<file path="config.mk">
export PLATFORM = sky130hd
export DESIGN_NAME = rate_limited_voltage_averager_unit
export DESIGN_NICKNAME = d
export VERILOG_FILES = /design/src/sv/rlva_pkg.sv /design/src/sv/rlva_cell.sv /design/src/sv/rlva_conv.sv /design/src/sv/rate_limited_voltage_averager_unit.sv
export SDC_FILE = /design/constraint.sdc
export NUM_CORES = 1
export LEC_CHECK = 0
export ABC_AREA = 0
export BUFFER_PORTS_ARGS = -buffer_cell sky130_fd_sc_hd__buf_4
export CAP_MARGIN = 20
export CELL_PAD_IN_SITES_DETAIL_PLACEMENT = 0
export CELL_PAD_IN_SITES_GLOBAL_PLACEMENT = 1
export CORE_MARGIN = 4
export CORE_UTILIZATION = 45
export DETAILED_ROUTE_END_ITERATION = 8
export PLACE_DENSITY = 0.8
export SYNTH_ARGS = -nofsm -noshare
export SYNTH_HDL_FRONTEND = slang
export SYNTH_SLANG_ARGS = --single-unit
export TNS_END_PERCENT = 20
</file>
<file path="constraint.sdc">
create_clock -name clk -period 11.2 [get_ports clk]
set_clock_uncertainty 0.05 [all_clocks]
set_input_delay 0.56 -clock clk [delete_from_list [all_inputs] [get_ports clk]]
set_output_delay 0.56 -clock clk [all_outputs]
set_load 0.01 [all_outputs]
</file>
<file path="src/sv/rlva_pkg.sv">
// ----------------------------------------------------------------------------
// Rate-limited voltage averager package
// Shared widths, reset values and configuration register indexes.
// ----------------------------------------------------------------------------
`default_nettype none

package rlva_pkg;

  // Field widths.
  localparam int TICK_W = 32;
  localparam int CODE_W = 12;
  localparam int REF_W  = 13;
  localparam int SHIFT_W = 2;
  localparam int VAL_W  = 15;
  localparam int PROD_W = CODE_W + REF_W;
  localparam int MV_W   = 13;
  localparam int CFG_IDX_W = 2;
  localparam int CFG_DATA_W = 32;

  // Default averaging depth.
  localparam int RLVA_DEPTH = 8;

  // Full-scale converter code.
  localparam logic [CODE_W-1:0] FULL_SCALE = 12'hFFF;

  // Reset values.
  localparam logic [TICK_W-1:0]  START_TICK      = 32'hE000_0000;
  localparam logic [TICK_W-1:0]  INTERVAL_RESET  = 32'd60000;
  localparam logic [REF_W-1:0]   REFERENCE_RESET = 13'd1210;
  localparam logic [SHIFT_W-1:0] GAIN_RESET      = 2'd2;
  localparam logic [SHIFT_W-1:0] GAIN_MAX        = 2'd2;

  // Configuration register indexes.
  localparam logic [CFG_IDX_W-1:0] CFG_INTERVAL  = 2'd0;
  localparam logic [CFG_IDX_W-1:0] CFG_REFERENCE = 2'd1;
  localparam logic [CFG_IDX_W-1:0] CFG_GAIN      = 2'd2;

  // Load enables for the conversion pipeline stages.
  typedef struct packed {
    logic ld1;
    logic ld2;
    logic ld3;
    logic ld4;
  } conv_en_t;

endpackage

`default_nettype wire

</file>
<file path="src/sv/rlva_cell.sv">
// ----------------------------------------------------------------------------
// Averaging window cell
// One entry of the sample window; shifts from its neighbor or takes a fill.
// ----------------------------------------------------------------------------
`default_nettype none

module rlva_cell (
  input  wire logic                      clk,
  input  wire logic                      load,
  input  wire logic                      fill,
  input  wire logic [rlva_pkg::VAL_W-1:0] fill_value,
  input  wire logic [rlva_pkg::VAL_W-1:0] shift_in,
  output logic      [rlva_pkg::VAL_W-1:0] value
);
  import rlva_pkg::*;

  // The first accepted sample fills the whole window; later ones shift in.
  always_ff @(posedge clk) begin
    if (load) begin
      value <= fill ? fill_value : shift_in;
    end
  end

endmodule

`default_nettype wire

</file>
<file path="src/sv/rlva_conv.sv">
// ----------------------------------------------------------------------------
// Code to millivolt converter
// Four-stage pipeline: multiply by reference, divide by 4095, apply gain.
// ----------------------------------------------------------------------------
`default_nettype none

module rlva_conv (
  input  wire logic                        clk,
  input  wire rlva_pkg::conv_en_t          en,
  input  wire logic [rlva_pkg::CODE_W-1:0]  adc_code,
  input  wire logic [rlva_pkg::REF_W-1:0]   reference_mv,
  input  wire logic [rlva_pkg::SHIFT_W-1:0] gain_shift,
  output logic      [rlva_pkg::VAL_W-1:0]   value
);
  import rlva_pkg::*;

  logic [CODE_W-1:0] code1;
  logic [PROD_W-1:0] prod2;
  logic [PROD_W-1:0] prod3;
  logic [MV_W-1:0]   est3;
  logic [PROD_W:0]   est_sum;
  logic [PROD_W-1:0] est_times_fs;
  logic [PROD_W-1:0] rem;
  logic [MV_W-1:0]   mv;
  logic [SHIFT_W-1:0] shift_sat;

  // Quotient estimate x*4097/2^24 is never above floor(x/4095) and at most one below.
  assign est_sum = {1'b0, prod2} + {13'd0, prod2[PROD_W-1:12]};

  // Remainder check fixes the estimate with a single compare.
  assign est_times_fs = {est3, 12'd0} - {12'd0, est3};
  assign rem = prod3 - est_times_fs;
  assign mv = (rem >= PROD_W'(FULL_SCALE)) ? est3 + MV_W'(1) : est3;

  // A gain code above two saturates at two.
  assign shift_sat = (gain_shift > GAIN_MAX) ? GAIN_MAX : gain_shift;

  always_ff @(posedge clk) begin
    if (en.ld1) begin
      code1 <= adc_code;
    end
    if (en.ld2) begin
      prod2 <= PROD_W'(code1) * PROD_W'(reference_mv);
    end
    if (en.ld3) begin
      prod3 <= prod2;
      est3  <= est_sum[12 +: MV_W];
    end
    if (en.ld4) begin
      value <= VAL_W'({2'd0, mv} << shift_sat);
    end
  end

endmodule

`default_nettype wire

</file>
<file path="src/sv/rate_limited_voltage_averager_unit.sv">
// ----------------------------------------------------------------------------
// Rate-limited voltage averager
// Gates measurement triggers by elapsed time and averages accepted samples.
// ----------------------------------------------------------------------------
// Usage: each input word (now_ms, adc_code) is a measurement trigger. If the
// wrapping time since the last accepted trigger reaches interval_ms, the code
// is scaled to millivolts, pushed into a window of DEPTH cells and the window
// average is returned with reported set. Otherwise the last reported value is
// returned with reported clear. Every input word yields one output word.
// Words pass stages v1 to v6 into the output. Throughput is one word per
// cycle unless out_stall holds it; its loops are the timestamp compare and the
// running window sum. Each pipeline stage moves whenever the stage after it is
// empty or moving, so bubbles close up and a full pipeline stalls the input
// only when out_stall holds a waiting result. The output stays stable while
// stalled. Configuration writes are always taken (cfg_ready is high) and
// must only happen while the unit is idle. Reset clears the pipeline, the
// held value and the window state and loads the register defaults.
// ----------------------------------------------------------------------------
`default_nettype none

module rate_limited_voltage_averager_unit #(
  parameter int DEPTH = rlva_pkg::RLVA_DEPTH
) (
  input  wire logic                           clk,
  input  wire logic                           rst,
  input  wire logic                           cfg_valid,
  output logic                                cfg_ready,
  input  wire logic [rlva_pkg::CFG_IDX_W-1:0]  cfg_index,
  input  wire logic [rlva_pkg::CFG_DATA_W-1:0] cfg_data,
  input  wire logic                           in_valid,
  output logic                                in_stall,
  input  wire logic [rlva_pkg::TICK_W-1:0]     now_ms,
  input  wire logic [rlva_pkg::CODE_W-1:0]     adc_code,
  output logic                                out_valid,
  input  wire logic                           out_stall,
  output logic                                reported,
  output logic      [rlva_pkg::VAL_W-1:0]      voltage_mv
);
  import rlva_pkg::*;

  // Window sum width and exact reciprocal for floor(sum / DEPTH).
  localparam int L     = $clog2(DEPTH);
  localparam int SUM_W = VAL_W + L;
  localparam int SH    = SUM_W + L;
  localparam int MW    = SUM_W + 1;
  localparam int PW    = SUM_W + MW;
  localparam logic [MW-1:0] RECIP =
    MW'(((64'd1 << SH) + 64'(DEPTH) - 64'd1) / 64'(DEPTH));

  // Configuration registers.
  logic [TICK_W-1:0]  interval_ms;
  logic [REF_W-1:0]   reference_mv;
  logic [SHIFT_W-1:0] gain_shift;

  // Pipeline control.
  logic v1, v2, v3, v4, v5, v6;
  logic acc1, acc2, acc3, acc4, acc5, acc6;
  logic r1, r2, r3, r4, r5, r6, r7;
  logic in_take, ld5, ld6, ld7;
  conv_en_t conv_en;

  // State.
  logic [TICK_W-1:0] last_measure_ms;
  logic              ring_filled;
  logic [SUM_W-1:0]  window_sum;
  logic [VAL_W-1:0]  held_mv;

  // Data path.
  logic [TICK_W-1:0] elapsed;
  logic              take_now;
  logic [VAL_W-1:0]  val4;
  logic [VAL_W-1:0]  cells [DEPTH];
  logic              cell_load;
  logic [PW-1:0]     prod6;
  logic [VAL_W-1:0]  avg6;

  assign cfg_ready = 1'b1;

  // Configuration writes.
  always_ff @(posedge clk) begin
    if (rst) begin
      interval_ms  <= INTERVAL_RESET;
      reference_mv <= REFERENCE_RESET;
      gain_shift   <= GAIN_RESET;
    end else if (cfg_valid && cfg_ready) begin
      case (cfg_index)
        CFG_INTERVAL:  interval_ms  <= cfg_data;
        CFG_REFERENCE: reference_mv <= cfg_data[REF_W-1:0];
        CFG_GAIN:      gain_shift   <= cfg_data[SHIFT_W-1:0];
        default: ;
      endcase
    end
  end

  // Stage ready chain: a stage may load when it is empty or its word moves on.
  assign r7 = !out_valid || !out_stall;
  assign r6 = !v6 || r7;
  assign r5 = !v5 || r6;
  assign r4 = !v4 || r5;
  assign r3 = !v3 || r4;
  assign r2 = !v2 || r3;
  assign r1 = !v1 || r2;
  assign in_stall = !r1;
  assign in_take = in_valid && r1;
  assign ld5 = v4 && r5;
  assign ld6 = v5 && r6;
  assign ld7 = v6 && r7;

  // Time gate against the last accepted measurement.
  assign elapsed  = now_ms - last_measure_ms;
  assign take_now = elapsed >= interval_ms;

  always_ff @(posedge clk) begin
    if (rst) begin
      last_measure_ms <= START_TICK;
    end else if (in_take && take_now) begin
      last_measure_ms <= now_ms;
    end
  end

  // Valid bits.
  always_ff @(posedge clk) begin
    if (rst) begin
      v1 <= 1'b0;
      v2 <= 1'b0;
      v3 <= 1'b0;
      v4 <= 1'b0;
      v5 <= 1'b0;
      v6 <= 1'b0;
      out_valid <= 1'b0;
    end else begin
      if (r1) v1 <= in_valid;
      if (r2) v2 <= v1;
      if (r3) v3 <= v2;
      if (r4) v4 <= v3;
      if (r5) v5 <= v4;
      if (r6) v6 <= v5;
      if (r7) out_valid <= v6;
    end
  end

  // Accept flags travel with their words.
  always_ff @(posedge clk) begin
    if (in_take) acc1 <= take_now;
    if (v1 && r2) acc2 <= acc1;
    if (v2 && r3) acc3 <= acc2;
    if (v3 && r4) acc4 <= acc3;
    if (ld5) acc5 <= acc4;
    if (ld6) acc6 <= acc5;
  end

  // Conversion pipeline.
  assign conv_en.ld1 = in_take;
  assign conv_en.ld2 = v1 && r2;
  assign conv_en.ld3 = v2 && r3;
  assign conv_en.ld4 = v3 && r4;

  rlva_conv u_conv (
    .clk          (clk),
    .en           (conv_en),
    .adc_code     (adc_code),
    .reference_mv (reference_mv),
    .gain_shift   (gain_shift),
    .value        (val4)
  );

  // Window cells: the newest sample enters cell zero, the oldest leaves the last.
  assign cell_load = ld5 && acc4;

  for (genvar i = 0; i < DEPTH; i++) begin : g_cell
    if (i == 0) begin : g_head
      rlva_cell u_cell (
        .clk        (clk),
        .load       (cell_load),
        .fill       (!ring_filled),
        .fill_value (val4),
        .shift_in   (val4),
        .value      (cells[i])
      );
    end else begin : g_body
      rlva_cell u_cell (
        .clk        (clk),
        .load       (cell_load),
        .fill       (!ring_filled),
        .fill_value (val4),
        .shift_in   (cells[i-1]),
        .value      (cells[i])
      );
    end
  end

  // Running window sum.
  always_ff @(posedge clk) begin
    if (rst) begin
      ring_filled <= 1'b0;
      window_sum  <= '0;
    end else if (cell_load) begin
      ring_filled <= 1'b1;
      if (!ring_filled) begin
        window_sum <= SUM_W'(val4) * SUM_W'(DEPTH);
      end else begin
        window_sum <= window_sum - SUM_W'(cells[DEPTH-1]) + SUM_W'(val4);
      end
    end
  end

  // Average by reciprocal multiply; the sum is stable while this word waits.
  always_ff @(posedge clk) begin
    if (ld6) begin
      prod6 <= PW'(window_sum) * PW'(RECIP);
    end
  end

  assign avg6 = prod6[SH +: VAL_W];

  // Held value and output register.
  always_ff @(posedge clk) begin
    if (rst) begin
      held_mv <= '0;
    end else if (ld7 && acc6) begin
      held_mv <= avg6;
    end
  end

  always_ff @(posedge clk) begin
    if (ld7) begin
      reported   <= acc6;
      voltage_mv <= acc6 ? avg6 : held_mv;
    end
  end

  // Every shown result matches the held value it was built from.
  a_out_held : assert property (@(posedge clk) disable iff (rst)
    out_valid |-> voltage_mv == held_mv)
    else $error("output value differs from held value");

  // Once the window is filled it stays filled.
  a_filled_sticky : assert property (@(posedge clk) disable iff (rst)
    ring_filled |=> ring_filled)
    else $error("window fill flag cleared");

  // The input stalls only when the first stage holds a word.
  a_stall_cause : assert property (@(posedge clk) disable iff (rst)
    in_stall |-> v1)
    else $error("input stalled with empty first stage");

  // The timestamp only moves on an accepted measurement.
  a_tick_update : assert property (@(posedge clk) disable iff (rst)
    !(in_valid && !in_stall) |=> $stable(last_measure_ms))
    else $error("timestamp changed without accepted trigger");

endmodule

`default_nettype wire

</file>
==> summary.txt, run 1 <==
Clock tree
  • Clk root buf: clkbuf_16
  • CTS resizes: 0
  • Num CTS Buffers: 42
  • Setup Fix Bufs, Post-CTS: 0
  • Clock sink count: 367
  • CTS tree: yes
  • CTS max path bufs: 3
  • Clock-pin slew on the worst setup and hold paths: 0.06 ns
  • Htree depth: 2
  • CTS Hold Bufs: 0
  • Worst-Skew Late Latency: around 0.58 ns

Yosys
  • Netlist Area Pre-Place: between 0.02 and 0.025 mm²
  • Post-synth top area cell: edfxtp_1
  • Asr flop ratio synth: 0%
  • Yosys warns: 0
  • Sequential area share after synthesis: around 40%
  • Synth area leaders: edfxtp_1 (30%), fa_1 (10%), ha_1 (10%), dfxtp_1 (9.6%), nand2_1 (8.1%)
  • Post-synth top cells: nand2_1 (541), inv_1 (350), edfxtp_1 (247), ha_1 (203), a21oi_1 (129)
  • Distinct cells, synth: a little under 80
  • Dominant synthesized flop cell: edfxtp_1
  • Most frequent cell after synthesis: nand2_1
  • Avg Cell Area, Syn: approximately 9.4 µm²
  • Post-synth top area share: between 20% and 30%
  • Syn nets: about 3.1k
  • Post-synth EDFFs: roughly 250
  • Synth Instances: 2,663
  • #FFs+latches synth: between 300 and 400

Routing
  • Via/cell ratio: ~5.3
  • Routed met3 length: 2280 µm
  • WL per Instance: roughly 16 µm
  • DR pass1 iterations: 5
  • Remaining antenna violation count: 0
  • DR WL met2: 26,900 µm
  • Vias: 18.4k
  • M1 wire length: 26,400 µm
  • Detailed Route Iter0 Violations: between 1k and 1.5k
  • DRT Wirelength: between 50,000 and 60,000 µm
  • DR top layer: met4
  • DRC viols: 0

Place
  • Dpl cells: 3,402
  • Gpl congestion: between 0.8 and 0.9
  • # port buffers: 100
  • Area after DPL: 0.0263 mm²
  • Post-DP HPWL: between 40,000 and 50,000 µm

Worst setup path
  • CP Cell Sequence: and2_1 -> fa_1 -> inv_1 -> fa_1 -> inv_1 -> fa_1 -> fa_1 -> inv_1 -> fa_1 -> inv_1 -> ha_1 -> a21o_1 -> o2111ai_1 -> a41o_1 -> o21ai_0 -> a41o_1 -> o41a_1 -> xnor2_1
  • Critical path capture point type: register
  • FF-to-FF Start: u_conv.code1[8]$_DFFE_PP_
  • CP Depth: 18
  • WP buf/inv: 4
  • Reg2Reg Setup Slack: 5.30 ns
  • Critical-path top delay cell: edfxtp_1
  • CP startpoint: u_conv.code1[8]$_DFFE_PP_
  • Critical-path maximum fanout: 13
  • R2r worst-path depth: 18
  • Crit path arrival time: 6.17 ns
  • CP max stage delay: around 0.6 ns
  • CP top delay family: adder cells
  • Startpoint types: register
  • Most used cell, CP: fa_1
  • WS Path Type: reg -> reg
  • CP Data Required Time: between 10 and 15 ns
  • RR Endpoint: u_conv.prod2[24]$_DFFE_PP_

Timing
  • Setup tns final: 0 ns
  • Part of the cycle the worst path needs: a little over half
  • Final slew viol count: 0
  • Final Hold Viols: 0
  • Headroom to the max-slew limit: 36.4%
  • Minimum clock period: approximately 6 ns
  • # setup viols final: 0
  • RSZ-0062 raised after global routing: false
  • Fmax: 170 MHz
  • Slew @ Worst Pin: between 0.9 and 1 ns

Global routing
  • Vias in the first global route: ~18k
  • Total global-route track usage: between 10% and 20%
  • Antenna violations before repair: 0
  • GRT overflow: 0
  • Largest net degree at the start of global routing: approximately 110
  • Global-route wire length before repair: about 94,000 µm

Floorplanning
  • Core area: 0.0550 mm²
  • Boundary Pins: 102
  • Initial Util: 45.4%
  • Die area: about 0.059 mm²
  • Die Y: 244 µm
  • Rows: 86
  • Die Width: ~240 µm

Pwr
  • Clock power frac: approximately a quarter
  • Internal: ~3.5 mW
  • Net switching power: about 2.2 mW
  • Logic pwr share: ~45%
  • Maximum VDD drop: ~150 µV
  • Power, Total: ~5.6 mW
  • Share of power burned in registers: about 31%
  • Pleak: ~12 nW
  • Sw frac: between 30% and 40%
  • Pwr per Cell Area: slightly above 200 mW/mm²

Min path
  • Min-delay src: adc_code[0]
  • Hold Path Cell Cnt: 1
  • Hold WC Path Type: in -> reg
  • Worst Hold End: u_conv.code1[0]$_DFFE_PP_

Cells and area
  • Area of the multi-input gates: 0.0134 mm²
  • Cell area after layout: 0.0277 mm²
  • Finished Layout Cells: 3,482
  • Number of fillers in the final layout: about 5.0k
  • Area growth syn-to-layout: 11.1%
  • Sequential cell area: about 0.0098 mm²
  • Layout cell share with drive strength beyond 1: 8.16%
  • Final nets: between 3k and 4k

Run status
  • Status: completed

Run
  • Max Cap Viol: 0
[through the flow]
stage | hold WS, ns | worst slack (ns) | utilization, %
final | 0.114 | 5.30 | 50.4
after global placement | 0.357 | 5.33 | 47.9
after CTS | 0.0738 | 5.28 | 50.4
after global routing | 0.0844 | 4.97 | 50.4
after floorplan | 0.350 | 5.76 | -
after detailed placement | 0.357 | 5.24 | 47.9
[sequential cells by signal, indices dropped and copies added (netlist names), 2 cells and up]
register / cells
prod6: 15
g_cell.g_body.u_cell.value: 105
reference_mv: 13
held_mv: 15
u_conv.code1: 12
window_sum: 18
u_conv.value: 15
interval_ms: 32
u_conv.prod3: 25
u_conv.est3: 13
u_conv.prod2: 25
gain_shift: 2
voltage_mv: 15
g_cell.g_head.u_cell.value: 15
last_measure_ms: 32
[cell type report]
class | count | share of cell area [%]
Multi-Input combinational cell | 1823 | 48.4
Timing Repair Buffer | 113 | 3.15
Clock buffer | 53 | 4.12
Tap cell | 748 | 3.37
Sequential cell | 367 | 35.4
Clock inverter | 24 | 0.726
Antenna cell | 1 | 0.00902
Inverter | 353 | 4.79
[metal layers]
metal / vias to the layer above / global-route usage [%]
met2: 335 / 31.7
met4: 0 / 5.67
li1: 9148 / -
met5: - / 0
met3: 85 / 2.78
met1: 8854 / 26.1
[worst max-delay path by stage]
| stage | to | slack [ns] |
|---|---|---|
| floorplan | u_conv.prod2[24]$_DFFE_PP_ | 5.76 |
| global placement | acc1$_DFFE_PP_ | 5.33 |
| detailed placement | last_measure_ms[31]$_SDFFE_PP1P_ | 5.24 |
| CTS | u_conv.prod2[24]$_DFFE_PP_ | 5.28 |
| global route | u_conv.prod2[24]$_DFFE_PP_ | 4.97 |
| finish | u_conv.prod2[24]$_DFFE_PP_ | 5.30 |
[cells by family after synthesis]
group / synth area share (%)
and+or+nand+nor: 16.8
buffers and inverters: 7.16
AOI/OAI and AO/OA: 11.6
DFF: 39.3
adders and majority gates: 20.4
xor gates and xnor gates: 3.54
muxes: 1.23
other: 0.0150
[worst reg2reg max path, cell delays in order, from the launching register on]
cell	delay, ns
edfxtp_1	0.60
and2_1	0.28
fa_1	0.55
inv_1	0.06
fa_1	0.48
inv_1	0.06
fa_1	0.50
fa_1	0.55
inv_1	0.05
fa_1	0.53
inv_1	0.04
ha_1	0.35
a21o_1	0.22
o2111ai_1	0.19
a41o_1	0.26
o21ai_0	0.13
a41o_1	0.28
o41a_1	0.34
xnor2_1	0.14
[cell usage in the layout (no fill, tap or decap), drive strengths merged, types with 19 or more instances in the layout]
master and instances:
nand2 541, inv 354, edfxtp 247, ha 203, a21oi 131, fa 127
dfxtp 120, buf 113, nor2 79, xnor2 70, and2 65, nand3 63
o21ai 61, nor3 54, clkbuf 53, a31oi 51, a21o 50, or4 33
o2111ai 32, xor2 30, mux2 19
[power groups by stage]
stage	clock (mW)	sequential [mW]	combinational [mW]
detailed placement	0	1.79	2.53
floorplan	0	1.73	1.98
global route	1.41	1.78	2.92
finish	1.32	1.76	2.55
CTS	1.36	1.76	2.55
global placement	0	1.78	2.46
Power figures use the tool's default switching activity.
==> run 2, diff against run 1 <==
- clock period: 11.2 -> 6.04 ns (I/O delays scaled with it)
==> run 2 against run 1 <==
  * Power increased by 89%
  * Setup slack got worse by 5.0 ns
  * Utilization increased by 1.4 points
  * Worst hold slack got worse by 0.076 ns
  * Critical endpoint unchanged
==> summary.txt, run 2 (synthesis gave the netlist of run 1 again) <==
Worst setup path
  • CP Data Required Time: 6.29 ns (was 11.47 ns)
  • CP max stage delay: 0.59 ns (was 0.60 ns)
  • R2r worst-path depth: 17 (was 18)
  • Worst Setup EP: u_conv.prod2[24]$_DFFE_PP_ (unchanged)
  • Startpoint types: register (unchanged)
  • Most used cell, CP: fa_1 (unchanged)
  • FF-to-FF Start: u_conv.code1[11]$_DFFE_PP_ (was u_conv.code1[8]$_DFFE_PP_)
  • CP top delay family: adder cells (unchanged)
  • Critical-path top delay cell: edfxtp_1 (unchanged)
  • Reg2Reg Setup Slack: 0.31 ns (was 5.30 ns)
  • Critical-path maximum fanout: 13 (unchanged)
  • RR Endpoint: u_conv.prod2[24]$_DFFE_PP_ (unchanged)
  • WS Path Type: reg -> reg (unchanged)
  • CP Depth: 17 (was 18)
  • WP buf/inv: 3 (was 4)
  • CP startpoint: u_conv.code1[11]$_DFFE_PP_ (was u_conv.code1[8]$_DFFE_PP_)
  • Critical path capture point type: register (unchanged)
  • CP Cell Sequence: nand2_1 -> fa_1 -> fa_1 -> inv_1 -> fa_1 -> fa_1 -> inv_1 -> fa_1 -> inv_1 -> ha_1 -> a21o_1 -> o2111ai_1 -> a41o_1 -> o21ai_0 -> a41o_1 -> o41a_1 -> xnor2_1 (was and2_1 -> fa_1 -> inv_1 -> fa_1 -> inv_1 -> fa_1 -> fa_1 -> inv_1 -> fa_1 -> inv_1 -> ha_1 -> a21o_1 -> o2111ai_1 -> a41o_1 -> o21ai_0 -> a41o_1 -> o41a_1 -> xnor2_1)
  • Crit path arrival time: 5.98 ns (was 6.17 ns)

Floorplanning
  • Die Width: 244 µm (unchanged)
  • Die area: 0.0593 mm² (unchanged)
  • Rows: 86 (unchanged)
  • Initial Util: 45.4% (unchanged)
  • Boundary Pins: 102 (unchanged)
  • Die Y: 244 µm (unchanged)
  • Core area: 0.0550 mm² (unchanged)

Cells and area
  • Biggest register: g_cell.g_body.u_cell.value (unchanged)
  • Final nets: 3,183 (was 3,113)
  • Largest register FFs: 105 (unchanged)
  • # diodes: 0 (was 1)
  • Layout cell share with drive strength beyond 1: 9.10% (was 8.16%)
  • Finished Layout Cells: 3,550 (was 3,482)
  • Number of fillers in the final layout: 4,997 (was 5,010)
  • Commonest non-fill, non-tap cell in the layout: nand2_1 (unchanged)
  • Cell area after layout: 0.0285 mm² (was 0.0277 mm²)
  • Area growth syn-to-layout: 14.0% (was 11.1%)
  • Commonest cells after routing, fill and taps aside: nand2_1 (540), inv_1 (349), edfxtp_1 (247) (unchanged)
  • Fin util: 51.8% (was 50.4%)
  • Top Registers: g_cell.g_body.u_cell.value: 105 flops, interval_ms: 32 flops, last_measure_ms: 32 flops (unchanged)

Min path
  • Hold WC Path Type: in -> reg (unchanged)
  • Min-delay src: now_ms[30] (was adc_code[0])

Global routing
  • Antenna violations before repair: 0 (unchanged)
  • Vias in the first global route: 18.7k (was 18.2k)
  • GRT overflow: 0 (unchanged)
  • Largest net degree at the start of global routing: 92 (was 105)
  • Global-route wire length before repair: 95,300 µm (was 93,700 µm)
  • Total global-route track usage: 19.3% (was 19.1%)

Timing
  • Final Hold Viols: 0 (unchanged)
  • Fmax: 175 MHz (was 170 MHz)
  • RSZ-0062 raised after global routing: false (unchanged)
  • Part of the cycle the worst path needs: 94.8% (was 52.7%)
  • Final slew viol count: 0 (unchanged)
  • Minimum clock period: 5.73 ns (was 5.90 ns)
  • # setup viols final: 0 (unchanged)
  • Slew @ Worst Pin: 0.910 ns (was 0.940 ns)
  • Setup WS post-layout: 0.312 ns (was 5.30 ns)
  • Hold_ws: 0.0384 ns (was 0.114 ns)
  • Headroom to the max-slew limit: 39.3% (was 36.4%)
  • Setup tns final: 0 ns (unchanged)

Pwr
  • Power, Total: 10.6 mW (was 5.63 mW)
  • Share of power burned in registers: 30.5% (was 31.3%)
  • Pwr per Cell Area: 374 mW/mm² (was 203 mW/mm²)
  • Sw frac: 37.6% (was 38.6%)
  • Maximum VDD drop: 271 µV (was 153 µV)
  • Internal: 6.65 mW (was 3.46 mW)
  • Net switching power: 4.00 mW (was 2.17 mW)
  • Pleak: 12.1 nW (was 11.8 nW)
  • Logic pwr share: 45.3% (was 45.2%)
  • Clock power frac: 24.2% (was 23.5%)

Clock tree
  • CTS max path bufs: 3 (unchanged)
  • CTS tree: yes (unchanged)
  • Num CTS Buffers: 40 (was 42)
  • Clock sink count: 367 (unchanged)
  • Htree depth: 2 (unchanged)
  • Worst-Skew Late Latency: 0.57 ns (was 0.58 ns)
  • Clock-pin slew on the worst setup and hold paths: 0.06 ns (about the same)
  • Clk root buf: clkbuf_16 (unchanged)

Routing
  • DRC viols: 0 (unchanged)
  • Detailed Route Iter0 Violations: 1,036 (was 1,266)
  • Via/cell ratio: 5.26 (was 5.29)
  • DR pass1 iterations: 5 (unchanged)
  • Remaining antenna violation count: 0 (unchanged)
  • WL per Instance: 16.2 µm (was 16.4 µm)
  • DRT Wirelength: 57,700 µm (was 57,100 µm)
  • Vias: 18.7k (was 18.4k)

Place
  • Area after DPL: 0.0266 mm² (was 0.0263 mm²)
  • Dpl cells: 3,423 (was 3,402)
  • Setup Slack @ Placement: 0.228 ns (was 5.24 ns)
  • # port buffers: 100 (unchanged)
  • Post-DP HPWL: 42,300 µm (was 42,100 µm)
  • Gpl congestion: 0.893 (was 0.885)

Run status
  • Status: completed (unchanged)

Run
  • Max Cap Viol: 0 (unchanged)
-- run 2: cell count changes in the layout (fill, tap and decap cells not counted), moves of 2 or more --
cell	change
buf_16	+2
buf_4	+24
bufinv_16	+5
clkbuf_16	-2
clkinv_1	-3
dfxtp_1	-5
dfxtp_2	+5
dlygate4sd3_1	+46
-- run 2: layout make-up --
class	count	area, µm²	share of cell area [%]
clock buffer	50	1080	3.79
tap	748	936	3.29
multi-input combinational	1823	13400	47.2
sequential	367	9830	34.5
timing repair buffer	185	1570	5.51
clock inverter	24	308	1.08
inverter	353	1330	4.67
-- run 2: power by group through the flow --
| stage | Sequential (mW) | Combinational, mW | Clock (mW) |
|---|---|---|---|
| after global placement | 3.30 | 4.59 | 0 |
| after CTS | 3.25 | 4.80 | 2.65 |
| after floorplan | 3.21 | 3.66 | 0 |
| after detailed placement | 3.30 | 4.74 | 0 |
| after global routing | 3.28 | 5.48 | 2.76 |
| final | 3.25 | 4.82 | 2.58 |
-- run 2: worst min-delay path by stage --
stage,end,slack (ns),depth (start not counted)
3_3_place_gp,acc3$_DFFE_PP_,0.36,0
3_5_place_dp,acc3$_DFFE_PP_,0.37,0
5_1_grt,last_measure_ms[30]$_SDFFE_PP1P_,0.02,3
2_1_floorplan,acc2$_DFFE_PP_,0.35,0
6_report,last_measure_ms[30]$_SDFFE_PP1P_,0.04,3
4_1_cts,last_measure_ms[30]$_SDFFE_PP1P_,0.0003,3
-- run 2: tightest hold or removal path, stage by stage --
cell	delay, ns
buf_4	0.10
o41ai_1	0.08
nor3_1	0.12
-- run 2: repair_timing --
| action | in CTS | in global routing |
|---|---|---|
| hold buffers | 46 | 0 |
| buffers inserted | 0 | 6 |
| hold endpoints to repair | 61 | 0 |
| endpoints found under the setup margin | 0 | 2 |
| resized for setup | 0 | 7 |
-- run 2: per-layer routing --
layer / vias up / global-route usage [%] / part of all wire (%)
li1: 9266 / - / -
met4: 0 / 5.72 / 2.8
met1: 8961 / 26.5 / 47
met3: 94 / 2.32 / 3.3
met2: 357 / 32.4 / 47
met5: - / 0 / 0
==> run 3, diff against run 2 <==
- clock period: 6.04 -> 5.3 ns (I/O delays scaled with it)
==> run 3 against run 2 <==
  * Clock power rose by 14%
  * Largest cell class unchanged
  * Largest power group unchanged
  * Power rose by 25%
  * Critical path type unchanged
  * Non-clock buffer count rose by 74
==> summary.txt, run 3 (synthesis gave the netlist of run 1 again) <==
Global routing
  • Largest net degree at the start of global routing: 107 (was 92)
  • GRT overflow: 0 (unchanged)
  • Vias in the first global route: 19.0k (was 18.7k)
  • Busiest metal layer after global routing: met2 (unchanged)
  • M2 GR Usage: 31.7% (was 32.4%)
  • Antenna violations before repair: 0 (unchanged)
  • M1 GR Usage: 25.3% (was 26.5%)
  • Global routing usage on met3: 2.92% (was 2.32%)
  • Total global-route track usage: 18.9% (was 19.3%)
  • Global-route wire length before repair: 94,200 µm (was 95,300 µm)

Worst setup path
  • WS Path Type: reg -> reg (unchanged)
  • Critical-path maximum fanout: 7 (was 13)
  • FF-to-FF Start: u_conv.code1[9]$_DFFE_PP_ (was u_conv.code1[11]$_DFFE_PP_)
  • Most used cell, CP: fa_1 (unchanged)
  • CP Cell Sequence: buf_4 -> and2_1 -> fa_1 -> inv_1 -> fa_1 -> inv_1 -> fa_1 -> fa_1 -> inv_1 -> fa_1 -> inv_1 -> ha_4 -> nor2_2 -> buf_4 -> buf_4 -> a211oi_2 -> a211o_1 -> a21oi_2 -> o21bai_1 -> xor2_1 (was nand2_1 -> fa_1 -> fa_1 -> inv_1 -> fa_1 -> fa_1 -> inv_1 -> fa_1 -> inv_1 -> ha_1 -> a21o_1 -> o2111ai_1 -> a41o_1 -> o21ai_0 -> a41o_1 -> o41a_1 -> xnor2_1)
  • Critical-path top delay cell: fa_1 (was edfxtp_1)
  • CP Data Required Time: 5.56 ns (was 6.29 ns)
  • CP max stage delay: 0.55 ns (was 0.59 ns)
  • Crit path arrival time: 5.51 ns (was 5.98 ns)
  • Startpoint types: register (unchanged)
  • R2r worst-path depth: 20 (was 17)
  • CP startpoint: u_conv.code1[9]$_DFFE_PP_ (was u_conv.code1[11]$_DFFE_PP_)
  • Critical path capture point type: register (unchanged)

Place
  • Gpl congestion: 0.906 (was 0.893)
  • Post-DP HPWL: 42,200 µm (was 42,300 µm)
  • # port buffers: 100 (unchanged)
  • Setup Slack @ Placement: -0.306 ns (was 0.228 ns)

Cells and area
  • Area of the multi-input gates: 0.0137 mm² (was 0.0134 mm²)
  • Area growth syn-to-layout: 17.8% (was 14.0%)
  • Layout cell share with drive strength beyond 1: 13.0% (was 9.10%)
  • Top Registers: g_cell.g_body.u_cell.value: 105 flops, interval_ms: 32 flops, last_measure_ms: 32 flops (unchanged)
  • Number of fillers in the final layout: 4,913 (was 4,997)
  • Commonest cells after routing, fill and taps aside: nand2_1 (533), inv_1 (343), edfxtp_1 (247) (was nand2_1 (540), inv_1 (349), edfxtp_1 (247))
  • Commonest non-fill, non-tap cell in the layout: nand2_1 (unchanged)
  • Largest register FFs: 105 (unchanged)
  • Sequential cell area: 0.00983 mm² (unchanged)
  • Biggest register: g_cell.g_body.u_cell.value (unchanged)
  • # diodes: 0 (unchanged)
  • Final nets: 3,259 (was 3,183)

Timing
  • Part of the cycle the worst path needs: 99.1% (was 94.8%)
  • # setup viols final: 0 (unchanged)
  • Headroom to the max-slew limit: 30.4% (was 39.3%)
  • RSZ-0062 raised after global routing: true (was false)
  • Setup WS post-layout: 0.0485 ns (was 0.312 ns)
  • Minimum clock period: 5.25 ns (was 5.73 ns)
  • Slew @ Worst Pin: 1.04 ns (was 0.910 ns)
  • Final slew viol count: 0 (unchanged)
  • Final Hold Viols: 0 (unchanged)
  • Fmax: 190 MHz (was 175 MHz)

Clock tree
  • Num CTS Buffers: 42 (was 40)
  • Htree depth: 2 (unchanged)
  • CTS tree: yes (unchanged)
  • Clk root buf: clkbuf_16 (unchanged)
  • Clock sink count: 367 (unchanged)
  • Worst-Skew Late Latency: 0.58 ns (was 0.57 ns)
  • CTS max path bufs: 3 (unchanged)
  • Clock-pin slew on the worst setup and hold paths: 0.06 ns (about the same)

Pwr
  • Power, Total: 13.3 mW (was 10.6 mW)
  • Pleak: 12.5 nW (was 12.1 nW)
  • Pwr per Cell Area: 452 mW/mm² (was 374 mW/mm²)
  • Maximum VDD drop: 371 µV (was 271 µV)

Routing
  • DR pass1 iterations: 5 (unchanged)
  • WL per Instance: 15.8 µm (was 16.2 µm)
  • Remaining antenna violation count: 0 (unchanged)
  • Via/cell ratio: 5.23 (was 5.26)
  • Vias: 19.0k (was 18.7k)
  • DRC viols: 0 (unchanged)
  • Detailed Route Iter0 Violations: 1,099 (was 1,036)
  • DRT Wirelength: 57,300 µm (was 57,700 µm)

Floorplanning
  • Die Width: 244 µm (unchanged)
  • Initial Util: 45.4% (unchanged)
  • Core area: 0.0550 mm² (unchanged)
  • Die Y: 244 µm (unchanged)
  • Die area: 0.0593 mm² (unchanged)
  • Rows: 86 (unchanged)
  • Boundary Pins: 102 (unchanged)

Run
  • Max Cap Viol: 0 (unchanged)

Min path
  • Hold Path Cell Cnt: 4 (was 3)
  • Hold WC Path Type: in -> reg (unchanged)
  • Min-delay src: now_ms[28] (was now_ms[30])

Run status
  • Status: completed (unchanged)
run 3: cell count changes in the layout (fill, tap and decap cells not counted), sizes merged:
| cell | change |
|---|---|
| clkbuf | +2 |
| clkinvlp | -1 |
| clkinv | +5 |
| bufinv | -2 |
| buf | +66 |
| dlygate4sd3 | +7 |
run 3: power breakdown:
group | leakage [nW] | switching [mW] | total, mW | internal (mW)
clock network | 0.684 | 1.23 | 2.94 | 1.71
logic | 8.62 | 3.52 | 6.66 | 3.14
registers | 3.22 | 0.217 | 3.70 | 3.48
run 3: layout make-up:
type                    instances  share of cell area (%)
clock inverters                26                    1.05
inverters                     353                    4.52
flip-flops and latches        367                    33.4
repair buffers                259                    7.45
well taps                     748                    3.18
multi-input cells            1823                    46.6
clock buffers                  51                    3.76
run 3: final timing paths:
kind,to,slack [ns]
worst max-delay path,u_conv.prod2[23]$_DFFE_PP_,0.05
worst min-delay path,last_measure_ms[28]$_SDFFE_PP0P_,0.03
worst max register to register,u_conv.prod2[23]$_DFFE_PP_,0.05
worst min register to register,acc6$_DFFE_PP_,0.38
run 3: repair_timing:
action / CTS / global route
hold buffers: 53 / 0
hold endpoints to repair: 68 / 0
pin swaps: 16 / 51
setup endpoints to repair: 27 / 40
resized for setup: 23 / 54
buffers inserted: 4 / 8
cloned: 0 / 1
run 3: worst max-delay path, delay by kind of cell, from the launching register on:
kind	cells	cell delay (ns)
adders and majority gates	6	2.82
buffers and inverters	7	0.67
AOI/OAI and AO/OA	4	0.57
DFF	1	0.47
and+or+nand+nor	2	0.27
xor gates and xnor gates	1	0.15
run 3: metrics by stage:
step | hold WS, ns | std cells | instance area, µm² | setup TNS (ns) | util, %
floorplan | 0.314 | 2663 | 25000 | 0 | -
global placement | 0.358 | 3483 | 27000 | -0.399 | 49.1
detailed placement | 0.375 | 3483 | 27000 | -1.12 | 49.1
CTS | 0.00100 | 3617 | 29100 | -0.00561 | 52.9
global route | 0.0398 | 3627 | 29400 | -0.360 | 53.5
finish | 0.0296 | 3627 | 29400 | 0 | 53.5
run 3: per-layer routing:
metal	share of wire [%]	vias up
met4	3.1	0
met1	46	9050
met3	3.9	117
met5	0	-
li1	-	9410
met2	47	384
